**config.mk**
```make
export PLATFORM = sky130hd
export DESIGN_NAME = limit_order_matcher
export DESIGN_NICKNAME = d
export VERILOG_FILES = /design/src/rtl/lom_pkg.sv /design/src/rtl/lom_book_mem.sv /design/src/rtl/lom_ctrl.sv /design/src/rtl/limit_order_matcher.sv
export SDC_FILE = /design/constraint.sdc
export NUM_CORES = 2
export LEC_CHECK = 0
export BUFFER_PORTS_ARGS = -buffer_cell sky130_fd_sc_hd__buf_4
export CORE_UTILIZATION = 60
export DETAILED_ROUTE_END_ITERATION = 12
export PLACE_DENSITY_LB_ADDON = 0.12
export REMOVE_ABC_BUFFERS = 1
export SYNTH_ARGS = -nofsm -noshare
export SYNTH_HDL_FRONTEND = slang
export SYNTH_HIERARCHICAL = 1
export SYNTH_SLANG_ARGS = --single-unit
```
**constraint.sdc**
```tcl
create_clock -name clk -period 8.8 [get_ports clk]
set_input_delay 1.76 -clock clk [delete_from_list [all_inputs] [get_ports clk]]
set_output_delay 1.76 -clock clk [all_outputs]
set_load 0.01 [all_outputs]
```
**src/rtl/lom_pkg.sv**
```systemverilog
// Shared constants for the limit order matcher: report status codes, side codes and default sizes.
package lom_pkg;

    // Default sizes
    localparam int DEF_BOOK_DEPTH = 16;
    localparam int DEF_PRICE_BITS = 16;
    localparam int DEF_QTY_BITS   = 16;
    localparam int ID_BITS        = 16;
    localparam int STATUS_BITS    = 2;

    // Report status codes
    localparam logic [STATUS_BITS-1:0] ST_NEW      = 2'd0;
    localparam logic [STATUS_BITS-1:0] ST_REJECTED = 2'd1;
    localparam logic [STATUS_BITS-1:0] ST_FILLED   = 2'd2;
    localparam logic [STATUS_BITS-1:0] ST_PARTIAL  = 2'd3;

    // Order side codes, also the book half in memory
    localparam logic SIDE_BUY  = 1'b0;
    localparam logic SIDE_SELL = 1'b1;

endpackage

```
**src/rtl/lom_book_mem.sv**
```systemverilog
// Book storage: one synchronous RAM holding both halves of the book, registered read.
module lom_book_mem #(
    parameter int AW = 5,
    parameter int DW = 48
) (
    input  logic          clk,
    input  logic          re,
    input  logic [AW-1:0] raddr,
    output logic [DW-1:0] rdata,
    input  logic          we,
    input  logic [AW-1:0] waddr,
    input  logic [DW-1:0] wdata
);

    logic [DW-1:0] mem [2**AW];
    logic [DW-1:0] rdata_reg;

    // Write port
    always_ff @(posedge clk)
    begin
        if (we)
        begin
            mem[waddr] <= wdata;
        end
    end

    // Read port, data held until the next read
    always_ff @(posedge clk)
    begin
        if (re)
        begin
            rdata_reg <= mem[raddr];
        end
    end

    assign rdata = rdata_reg;

endmodule

```
**src/rtl/lom_ctrl.sv**
```systemverilog
// Matching sequencer: walks the book through the RAM, builds reports, drives the output register.
module lom_ctrl #(
    parameter int BOOK_DEPTH = 16,
    parameter int PRICE_BITS = 16,
    parameter int QTY_BITS   = 16,
    localparam int IW = $clog2(BOOK_DEPTH),
    localparam int CW = $clog2(BOOK_DEPTH + 1),
    localparam int AW = IW + 1,
    localparam int EW = lom_pkg::ID_BITS + PRICE_BITS + QTY_BITS
) (
    input  logic                             clk,
    input  logic                             rst_n,
    // incoming order
    input  logic                             in_valid,
    output logic                             in_ready,
    input  logic [lom_pkg::ID_BITS-1:0]      in_id,
    input  logic                             in_side,
    input  logic [PRICE_BITS-1:0]            in_price,
    input  logic [QTY_BITS-1:0]              in_qty,
    // report out
    output logic                             out_valid,
    input  logic                             out_ready,
    output logic [lom_pkg::ID_BITS-1:0]      out_id,
    output logic                             out_side,
    output logic [PRICE_BITS-1:0]            out_price,
    output logic [QTY_BITS-1:0]              out_qty,
    output logic [lom_pkg::STATUS_BITS-1:0]  out_status,
    output logic                             out_last,
    // book RAM
    output logic                             mem_re,
    output logic [AW-1:0]                    mem_raddr,
    input  logic [EW-1:0]                    mem_rdata,
    output logic                             mem_we,
    output logic [AW-1:0]                    mem_waddr,
    output logic [EW-1:0]                    mem_wdata
);
    import lom_pkg::*;

    localparam logic [3:0] S_IDLE = 4'd0;
    localparam logic [3:0] S_MRD  = 4'd1;
    localparam logic [3:0] S_MCHK = 4'd2;
    localparam logic [3:0] S_MB   = 4'd3;
    localparam logic [3:0] S_CRD  = 4'd4;
    localparam logic [3:0] S_CWR  = 4'd5;
    localparam logic [3:0] S_REST = 4'd6;
    localparam logic [3:0] S_IRD  = 4'd7;
    localparam logic [3:0] S_ICHK = 4'd8;
    localparam logic [3:0] S_IWR  = 4'd9;
    localparam logic [3:0] S_FIN  = 4'd10;

    localparam logic [CW-1:0] CNT_FULL = CW'(BOOK_DEPTH);
    localparam logic [CW-1:0] CNT_ONE  = CW'(1);

    logic [3:0]              state_reg, state_next;
    logic [ID_BITS-1:0]      id_reg, id_next;
    logic                    side_reg, side_next;
    logic [PRICE_BITS-1:0]   price_reg, price_next;
    logic [QTY_BITS-1:0]     qty_reg, qty_next;
    logic                    matched_reg, matched_next;
    logic [CW-1:0]           k_reg, k_next;
    logic [CW-1:0]           j_reg, j_next;
    logic [CW-1:0]           bid_cnt_reg, bid_cnt_next;
    logic [CW-1:0]           ask_cnt_reg, ask_cnt_next;
    logic [PRICE_BITS-1:0]   tp_reg, tp_next;
    logic [QTY_BITS-1:0]     fill_reg, fill_next;
    logic [QTY_BITS-1:0]     rem_reg, rem_next;

    // pending report, held back until it is known whether it is the last
    logic                    pv_reg, pv_next;
    logic [ID_BITS-1:0]      pid_reg, pid_next;
    logic                    pside_reg, pside_next;
    logic [PRICE_BITS-1:0]   pprice_reg, pprice_next;
    logic [QTY_BITS-1:0]     pqty_reg, pqty_next;
    logic [STATUS_BITS-1:0]  pst_reg, pst_next;

    // output register
    logic                    ov_reg, ov_next;
    logic [ID_BITS-1:0]      oid_reg, oid_next;
    logic                    oside_reg, oside_next;
    logic [PRICE_BITS-1:0]   oprice_reg, oprice_next;
    logic [QTY_BITS-1:0]     oqty_reg, oqty_next;
    logic [STATUS_BITS-1:0]  ost_reg, ost_next;
    logic                    olast_reg, olast_next;

    // new report request
    logic                    push, flush;
    logic [ID_BITS-1:0]      n_id;
    logic                    n_side;
    logic [PRICE_BITS-1:0]   n_price;
    logic [QTY_BITS-1:0]     n_qty;
    logic [STATUS_BITS-1:0]  n_st;

    logic                    out_free, can_push;
    logic                    opp, own;
    logic [CW-1:0]           opp_cnt, own_cnt;
    logic [ID_BITS-1:0]      e_id;
    logic [PRICE_BITS-1:0]   e_price;
    logic [QTY_BITS-1:0]     e_qty;
    logic                    crosses, goes_ahead;
    logic [QTY_BITS-1:0]     fill;
    logic [CW:0]             jk_sum;
    logic [CW-1:0]           j_inc;

    assign opp        = ~side_reg;
    assign own        = side_reg;
    assign opp_cnt    = (opp == SIDE_BUY) ? bid_cnt_reg : ask_cnt_reg;
    assign own_cnt    = (own == SIDE_BUY) ? bid_cnt_reg : ask_cnt_reg;
    assign e_id       = mem_rdata[EW-1 -: ID_BITS];
    assign e_price    = mem_rdata[PRICE_BITS+QTY_BITS-1 -: PRICE_BITS];
    assign e_qty      = mem_rdata[QTY_BITS-1:0];
    assign crosses    = (side_reg == SIDE_BUY) ? (e_price <= price_reg) : (price_reg <= e_price);
    assign goes_ahead = (side_reg == SIDE_BUY) ? (price_reg >= e_price) : (e_price >= price_reg);
    assign fill       = (qty_reg >= e_qty) ? e_qty : qty_reg;
    assign jk_sum     = {1'b0, j_reg} + {1'b0, k_reg};
    assign j_inc      = j_reg + CNT_ONE;
    assign out_free   = !ov_reg || out_ready;
    assign can_push   = !pv_reg || out_free;

    // Sequencer
    always_comb
    begin
        state_next   = state_reg;
        id_next      = id_reg;
        side_next    = side_reg;
        price_next   = price_reg;
        qty_next     = qty_reg;
        matched_next = matched_reg;
        k_next       = k_reg;
        j_next       = j_reg;
        bid_cnt_next = bid_cnt_reg;
        ask_cnt_next = ask_cnt_reg;
        tp_next      = tp_reg;
        fill_next    = fill_reg;
        rem_next     = rem_reg;
        in_ready     = 1'b0;
        push         = 1'b0;
        flush        = 1'b0;
        n_id         = id_reg;
        n_side       = side_reg;
        n_price      = price_reg;
        n_qty        = qty_reg;
        n_st         = ST_REJECTED;
        mem_re       = 1'b0;
        mem_raddr    = '0;
        mem_we       = 1'b0;
        mem_waddr    = '0;
        mem_wdata    = mem_rdata;

        case (state_reg)
            S_IDLE:
            begin
                in_ready = 1'b1;
                if (in_valid)
                begin
                    id_next      = in_id;
                    side_next    = in_side;
                    price_next   = in_price;
                    qty_next     = in_qty;
                    matched_next = 1'b0;
                    k_next       = '0;
                    if (in_qty == '0)
                    begin
                        // zero quantity is rejected outright
                        push       = 1'b1;
                        n_id       = in_id;
                        n_side     = in_side;
                        n_price    = in_price;
                        n_qty      = '0;
                        n_st       = ST_REJECTED;
                        state_next = S_FIN;
                    end
                    else
                    begin
                        state_next = S_MRD;
                    end
                end
            end

            S_MRD:
            begin
                if (k_reg < opp_cnt)
                begin
                    mem_re     = 1'b1;
                    mem_raddr  = {opp, k_reg[IW-1:0]};
                    state_next = S_MCHK;
                end
                else
                begin
                    j_next     = '0;
                    state_next = S_CRD;
                end
            end

            // best resting entry is in the read register
            S_MCHK:
            begin
                if (!crosses)
                begin
                    j_next     = '0;
                    state_next = S_CRD;
                end
                else if (can_push)
                begin
                    tp_next      = (side_reg == SIDE_BUY) ? price_reg : e_price;
                    fill_next    = fill;
                    rem_next     = e_qty - fill;
                    qty_next     = qty_reg - fill;
                    matched_next = 1'b1;
                    push         = 1'b1;
                    n_price      = (side_reg == SIDE_BUY) ? price_reg : e_price;
                    n_qty        = fill;
                    n_st         = (qty_reg == fill) ? ST_FILLED : ST_PARTIAL;
                    // write back the resting remainder
                    mem_we       = 1'b1;
                    mem_waddr    = {opp, k_reg[IW-1:0]};
                    mem_wdata    = {e_id, e_price, e_qty - fill};
                    state_next   = S_MB;
                end
            end

            // report for the resting side
            S_MB:
            begin
                if (can_push)
                begin
                    push    = 1'b1;
                    n_id    = e_id;
                    n_side  = opp;
                    n_price = tp_reg;
                    n_qty   = fill_reg;
                    n_st    = (rem_reg == '0) ? ST_FILLED : ST_PARTIAL;
                    if (rem_reg == '0)
                    begin
                        k_next = k_reg + CNT_ONE;
                    end
                    if (rem_reg == '0 && qty_reg != '0)
                    begin
                        state_next = S_MRD;
                    end
                    else
                    begin
                        j_next     = '0;
                        state_next = S_CRD;
                    end
                end
            end

            // close the gap left by the removed prefix
            S_CRD:
            begin
                if (k_reg != '0 && jk_sum < {1'b0, opp_cnt})
                begin
                    mem_re     = 1'b1;
                    mem_raddr  = {opp, jk_sum[IW-1:0]};
                    state_next = S_CWR;
                end
                else
                begin
                    if (opp == SIDE_BUY)
                    begin
                        bid_cnt_next = bid_cnt_reg - k_reg;
                    end
                    else
                    begin
                        ask_cnt_next = ask_cnt_reg - k_reg;
                    end
                    state_next = S_REST;
                end
            end

            S_CWR:
            begin
                mem_we     = 1'b1;
                mem_waddr  = {opp, j_reg[IW-1:0]};
                mem_wdata  = mem_rdata;
                j_next     = j_inc;
                state_next = S_CRD;
            end

            S_REST:
            begin
                if (qty_reg == '0)
                begin
                    state_next = S_FIN;
                end
                else if (own_cnt == CNT_FULL)
                begin
                    if (can_push)
                    begin
                        push       = 1'b1;
                        n_st       = ST_REJECTED;
                        state_next = S_FIN;
                    end
                end
                else if (own_cnt == '0)
                begin
                    j_next     = '0;
                    state_next = S_IWR;
                end
                else
                begin
                    j_next     = own_cnt - CNT_ONE;
                    state_next = S_IRD;
                end
            end

            // insertion: move entries up from the tail until the slot is found
            S_IRD:
            begin
                mem_re     = 1'b1;
                mem_raddr  = {own, j_reg[IW-1:0]};
                state_next = S_ICHK;
            end

            S_ICHK:
            begin
                if (goes_ahead)
                begin
                    mem_we    = 1'b1;
                    mem_waddr = {own, j_inc[IW-1:0]};
                    mem_wdata = mem_rdata;
                    if (j_reg == '0)
                    begin
                        state_next = S_IWR;
                    end
                    else
                    begin
                        j_next     = j_reg - CNT_ONE;
                        state_next = S_IRD;
                    end
                end
                else
                begin
                    j_next     = j_inc;
                    state_next = S_IWR;
                end
            end

            S_IWR:
            begin
                if (matched_reg || can_push)
                begin
                    mem_we    = 1'b1;
                    mem_waddr = {own, j_reg[IW-1:0]};
                    mem_wdata = {id_reg, price_reg, qty_reg};
                    if (own == SIDE_BUY)
                    begin
                        bid_cnt_next = bid_cnt_reg + CNT_ONE;
                    end
                    else
                    begin
                        ask_cnt_next = ask_cnt_reg + CNT_ONE;
                    end
                    push       = !matched_reg;
                    n_st       = ST_NEW;
                    state_next = S_FIN;
                end
            end

            // release the held report as the last one
            S_FIN:
            begin
                if (!pv_reg)
                begin
                    state_next = S_IDLE;
                end
                else if (out_free)
                begin
                    flush      = 1'b1;
                    state_next = S_IDLE;
                end
            end

            default:
            begin
                state_next = S_IDLE;
            end
        endcase
    end

    // Pending report and output register
    always_comb
    begin
        pv_next     = pv_reg;
        pid_next    = pid_reg;
        pside_next  = pside_reg;
        pprice_next = pprice_reg;
        pqty_next   = pqty_reg;
        pst_next    = pst_reg;
        ov_next     = ov_reg && !out_ready;
        oid_next    = oid_reg;
        oside_next  = oside_reg;
        oprice_next = oprice_reg;
        oqty_next   = oqty_reg;
        ost_next    = ost_reg;
        olast_next  = olast_reg;

        if ((push && pv_reg) || flush)
        begin
            ov_next     = 1'b1;
            oid_next    = pid_reg;
            oside_next  = pside_reg;
            oprice_next = pprice_reg;
            oqty_next   = pqty_reg;
            ost_next    = pst_reg;
            olast_next  = flush;
        end
        if (flush)
        begin
            pv_next = 1'b0;
        end
        if (push)
        begin
            pv_next     = 1'b1;
            pid_next    = n_id;
            pside_next  = n_side;
            pprice_next = n_price;
            pqty_next   = n_qty;
            pst_next    = n_st;
        end
    end

    always_ff @(posedge clk or negedge rst_n)
    begin
        if (!rst_n)
        begin
            state_reg   <= S_IDLE;
            id_reg      <= '0;
            side_reg    <= 1'b0;
            price_reg   <= '0;
            qty_reg     <= '0;
            matched_reg <= 1'b0;
            k_reg       <= '0;
            j_reg       <= '0;
            bid_cnt_reg <= '0;
            ask_cnt_reg <= '0;
            tp_reg      <= '0;
            fill_reg    <= '0;
            rem_reg     <= '0;
            pv_reg      <= 1'b0;
            pid_reg     <= '0;
            pside_reg   <= 1'b0;
            pprice_reg  <= '0;
            pqty_reg    <= '0;
            pst_reg     <= ST_NEW;
            ov_reg      <= 1'b0;
            oid_reg     <= '0;
            oside_reg   <= 1'b0;
            oprice_reg  <= '0;
            oqty_reg    <= '0;
            ost_reg     <= ST_NEW;
            olast_reg   <= 1'b0;
        end
        else
        begin
            state_reg   <= state_next;
            id_reg      <= id_next;
            side_reg    <= side_next;
            price_reg   <= price_next;
            qty_reg     <= qty_next;
            matched_reg <= matched_next;
            k_reg       <= k_next;
            j_reg       <= j_next;
            bid_cnt_reg <= bid_cnt_next;
            ask_cnt_reg <= ask_cnt_next;
            tp_reg      <= tp_next;
            fill_reg    <= fill_next;
            rem_reg     <= rem_next;
            pv_reg      <= pv_next;
            pid_reg     <= pid_next;
            pside_reg   <= pside_next;
            pprice_reg  <= pprice_next;
            pqty_reg    <= pqty_next;
            pst_reg     <= pst_next;
            ov_reg      <= ov_next;
            oid_reg     <= oid_next;
            oside_reg   <= oside_next;
            oprice_reg  <= oprice_next;
            oqty_reg    <= oqty_next;
            ost_reg     <= ost_next;
            olast_reg   <= olast_next;
        end
    end

    assign out_valid  = ov_reg;
    assign out_id     = oid_reg;
    assign out_side   = oside_reg;
    assign out_price  = oprice_reg;
    assign out_qty    = oqty_reg;
    assign out_status = ost_reg;
    assign out_last   = olast_reg;

endmodule

```
**src/rtl/limit_order_matcher.sv**
```systemverilog
// Top level of the limit order matcher: stream ports, sequencer and book RAM.
//
// Slave channel (s_axis_*): one limit order per beat. Master channel
// (m_axis_*): execution reports, tlast set on the final report of an order.
// Each match yields two reports, incoming order first, then the resting one;
// an order that rests without matching yields a "new" report, one that finds
// its side full (or has zero quantity) a "rejected" report.
// Both book halves live in one synchronous RAM with a registered read port.
// An order is worked on alone: tready is high only between orders. Each
// matched entry is read, checked and written back with its remainder, then
// its resting report is sent; closing the gap of removed entries reads and
// writes each entry moved, as does inserting the remainder from the tail.
// Reports pass through a one-report hold stage and an output register; when
// the receiver stalls the sequencer waits, nothing is dropped.
// Reset empties both sides of the book at once (counts cleared); no RAM
// clearing pass is needed.
module limit_order_matcher #(
    parameter int BOOK_DEPTH = lom_pkg::DEF_BOOK_DEPTH,
    parameter int PRICE_BITS = lom_pkg::DEF_PRICE_BITS,
    parameter int QTY_BITS   = lom_pkg::DEF_QTY_BITS,
    localparam int FW = lom_pkg::ID_BITS + 1 + PRICE_BITS + QTY_BITS,
    localparam int TW = ((FW + 7) / 8) * 8
) (
    input  logic                            clk,
    input  logic                            rst_n,
    input  logic                            s_axis_tvalid,
    output logic                            s_axis_tready,
    // order_id, side, price, quantity (low to high)
    input  logic [TW-1:0]                   s_axis_tdata,
    output logic                            m_axis_tvalid,
    input  logic                            m_axis_tready,
    // report_id, report_side, report_price, report_quantity (low to high)
    output logic [TW-1:0]                   m_axis_tdata,
    // report_status
    output logic [lom_pkg::STATUS_BITS-1:0] m_axis_tuser,
    output logic                            m_axis_tlast
);
    import lom_pkg::*;

    localparam int IW = $clog2(BOOK_DEPTH);
    localparam int AW = IW + 1;
    localparam int EW = ID_BITS + PRICE_BITS + QTY_BITS;

    logic                   mem_re, mem_we;
    logic [AW-1:0]          mem_raddr, mem_waddr;
    logic [EW-1:0]          mem_rdata, mem_wdata;
    logic [ID_BITS-1:0]     out_id;
    logic                   out_side;
    logic [PRICE_BITS-1:0]  out_price;
    logic [QTY_BITS-1:0]    out_qty;

    lom_ctrl #(
        .BOOK_DEPTH (BOOK_DEPTH),
        .PRICE_BITS (PRICE_BITS),
        .QTY_BITS   (QTY_BITS)
    ) u_ctrl (
        .clk        (clk),
        .rst_n      (rst_n),
        .in_valid   (s_axis_tvalid),
        .in_ready   (s_axis_tready),
        .in_id      (s_axis_tdata[ID_BITS-1:0]),
        .in_side    (s_axis_tdata[ID_BITS]),
        .in_price   (s_axis_tdata[ID_BITS+PRICE_BITS:ID_BITS+1]),
        .in_qty     (s_axis_tdata[FW-1:ID_BITS+1+PRICE_BITS]),
        .out_valid  (m_axis_tvalid),
        .out_ready  (m_axis_tready),
        .out_id     (out_id),
        .out_side   (out_side),
        .out_price  (out_price),
        .out_qty    (out_qty),
        .out_status (m_axis_tuser),
        .out_last   (m_axis_tlast),
        .mem_re     (mem_re),
        .mem_raddr  (mem_raddr),
        .mem_rdata  (mem_rdata),
        .mem_we     (mem_we),
        .mem_waddr  (mem_waddr),
        .mem_wdata  (mem_wdata)
    );

    lom_book_mem #(
        .AW (AW),
        .DW (EW)
    ) u_mem (
        .clk   (clk),
        .re    (mem_re),
        .raddr (mem_raddr),
        .rdata (mem_rdata),
        .we    (mem_we),
        .waddr (mem_waddr),
        .wdata (mem_wdata)
    );

    // Pack the report beat
    assign m_axis_tdata = TW'({out_qty, out_price, out_side, out_id});

endmodule

```
==> out/results.txt <==
status = finished, final reports clean
CP Max Fanout = 26
xor-xnor portion of the synthesized cell area = 0.4597%
DRT iter0 DRCs = 5095
WL final = 195300 um
CP endpoint = u_mem/mem[12][42]
relative slew slack = 9.103%
worst-case reg-to-reg path depth = 12
hold buffer count at CTS = 0
die area = 128400 um2
Max clock buf depth = 3
die width = 358.4 um
Nets = 5330
RD Place Congestion = 0.9078
share of layout cells above drive strength 1 = 11.32%
RSZ-0062 raised after global routing = no
PD cells = 344.9 nW/um2
final routed DRC violation total = 0
most common cell in the netlist = edfxtp_1
Syn Inst Count = 5065
Final Hold Fails = 0
FF-to-FF End = u_mem/mem[12][42]
Max IR drop VDD = 0.0002392 V
TritonCTS Buffers = 179
R2R Path Start = u_mem/rdata[25]
Via density = 6.488
post-synthesis area per instance = 15.04 um2
Finished Layout Cells = 6977
largest family of logic cells by synthesized area = multiplexers
Core ar. = 125700 um2
synth top area cells = edfxtp_1, mux2i_1, dfrtp_1
Slew @ Worst Pin = 1.360 ns
crit share post-route = 77.39%
Post-Synth Adder-Cell Area = 1.573%
Post-CTS Repair Setup Buffers = 0
Worst Path Required = 9.28 ns
Worst Path Class, Setup = register to register
via count = 45270
DRT antenna net count = 0
pin count of the biggest net entering global routing = 137
Post-Syn Area = 76200 um2
GR Overflow Total = 0
Resize count post-CTS = 0
H-tree depth = 4
CP startpoint = u_mem/rdata[25]
Post-synth EDFFs = 1584
R2R Setup Slk = 1.99 ns
I/O pins = 121
fillcell total = 8519
simple-gate share of the synthesized area = 5.611%
first-pass GRT wire length = 285400 um
Clk Latency, worst-skew pair = 0.81 ns
area leader, netlist = edfxtp_1
DP HPWL = 108100 um
Max-cap violations = 0
P_leak = 0.02804 uW
max-slew violations = 0
Worst-path clk slew = 0.06 ns
crit end category = register
Site Rows = 130
mux contribution to synthesized area = 11.70%
fmax = 146.8 MHz
Hold Crit Class = register to register
Layout area overhead = 10.98%
CP startpoint kind = register
Chip Height = 358.4 um
1st-pass router iterations = 8
Synth cell types = 87
Yosys reg bits = 1811
GR Util All Layers = 30.47%
setup skew after layout = 0.03841 ns
CTS tree = yes
Post-synth top cells = edfxtp_1, mux2i_1, nand2_1
min Tclk post-route = 6.811 ns
starting density of the core = 60.61%
# setup viols final = 0
Arrival @ worst endpoint = 7.29 ns
most common flop cell mapped by yosys = edfxtp_1
sequential fraction of the synthesis area = 69.88%
max FFs per register = 1536
port bufs = 106
post-synthesis compound-gate area fraction = 8.187%
synth warn = 6
CTS root buffer = clkbuf_16
Min Hold Slack = 0.4785 ns
top-area cell type share of the netlist area = 62.42%
clock tree sinks = 1811
vias in the first global route = 43510
antenna violations before repair = 8
Routed wire per std cell = 28.00 um
Synth async-reset ratio = 12.53%
placed insts = 6645
overall power = 29170 uW
-- area by class of cell --
type | instances | area, um2 | share of cell area (%)
Antenna cell | 1 | 2.502 | 0.002959
Clock buffer | 244 | 4878 | 5.769
Clock inverter | 87 | 788.3 | 0.9321
Inverter | 64 | 240.2 | 0.2841
Multi-Input combinational cell | 2900 | 21410 | 25.32
Sequential cell | 1811 | 53250 | 62.97
Tap cell | 1650 | 2064 | 2.441
Timing Repair Buffer | 220 | 1934 | 2.287
-- critical path, stage by stage (launching register included) --
cell      delay (ns)
edfxtp_1        0.43
ha_1            0.35
a21o_1          0.17
a221o_1         0.50
a221oi_2        0.85
o31a_2          0.38
mux2_4          0.42
nor2_4          0.22
a222oi_1        0.63
inv_1           0.18
or3b_2          0.74
nor2_4          1.11
buf_4           0.42
-- layout by cell type, fill, tap and decap left out, drive strengths merged, types with 8 or more instances in the layout --
cell	count
nor3	70
mux2i	819
a22oi	184
a221o	24
clkinv	63
o21a	18
o22ai	15
nor2b	11
and2	8
ha	91
nor4	17
and3	17
dfrtp	227
nand4	17
nand3b	8
xor2	18
o211ai	15
nand2	436
nor2	153
o21ai	131
o21bai	9
inv	71
clkbuf	244
a31oi	90
buf	220
a21oi	228
edfxtp	1584
nand3	177
xnor2	22
mux2	62
and4	8
o211a	12
a21o	33
bufinv	12
a22o	99
nand2b	11
-- worst min-delay path by stage --
stage / start / to / slack [ns] / cells past startpoint
final: u_ctrl/fill_reg[0] / u_ctrl/fill_reg[0] / 0.48 / 2
after global routing: u_ctrl/rem_reg[12] / u_ctrl/rem_reg[12] / 0.50 / 1
after CTS: u_ctrl/fill_reg[0] / u_ctrl/fill_reg[0] / 0.48 / 2
after detailed placement: u_ctrl/fill_reg[0] / u_ctrl/fill_reg[0] / 0.46 / 2
after global placement: u_ctrl/fill_reg[0] / u_ctrl/fill_reg[0] / 0.46 / 2
after floorplan: u_ctrl/fill_reg[0] / u_ctrl/fill_reg[0] / 0.44 / 2
-- per-stage QoR --
stage	setup TNS [ns]	utilization, %	worst slack [ns]	cell area [um2]
floorplan	-3543.03	-	-73.81	74490
global placement	0	62.75	1.923	78900
detailed placement	0	62.75	1.975	78900
CTS	0	67.26	2.134	84560
global route	0	67.26	1.935	84560
finish	0	67.26	1.989	84570
-- cell families (layout without fill, tap and decap cells) --
group	after synthesis	after routing
flops	1811	1811
simple gates	957	957
compound gates	921	921
mux	881	881
buf+inv	360	615
fa+ha+maj	94	94
xor+xnor	40	40
other cells	1	8
-- where the power goes --
| part | switching [uW] | internal (uW) |
|---|---|---|
| combinational | 6260 | 3100 |
| clock | 3170 | 4240 |
| sequential | 667 | 11700 |
| total | 10100 | 19100 |
-- layer usage --
metal  global-route usage [%]  vias up  share of wire (%)
li1                         -    19830                  -
met1                    43.51    23120                 41
met3                    5.472      308                8.7
met4                    8.672        4                2.4
met2                    48.40     2005                 48
met5                        0        -              0.014
(Power assumes the default switching activity.)
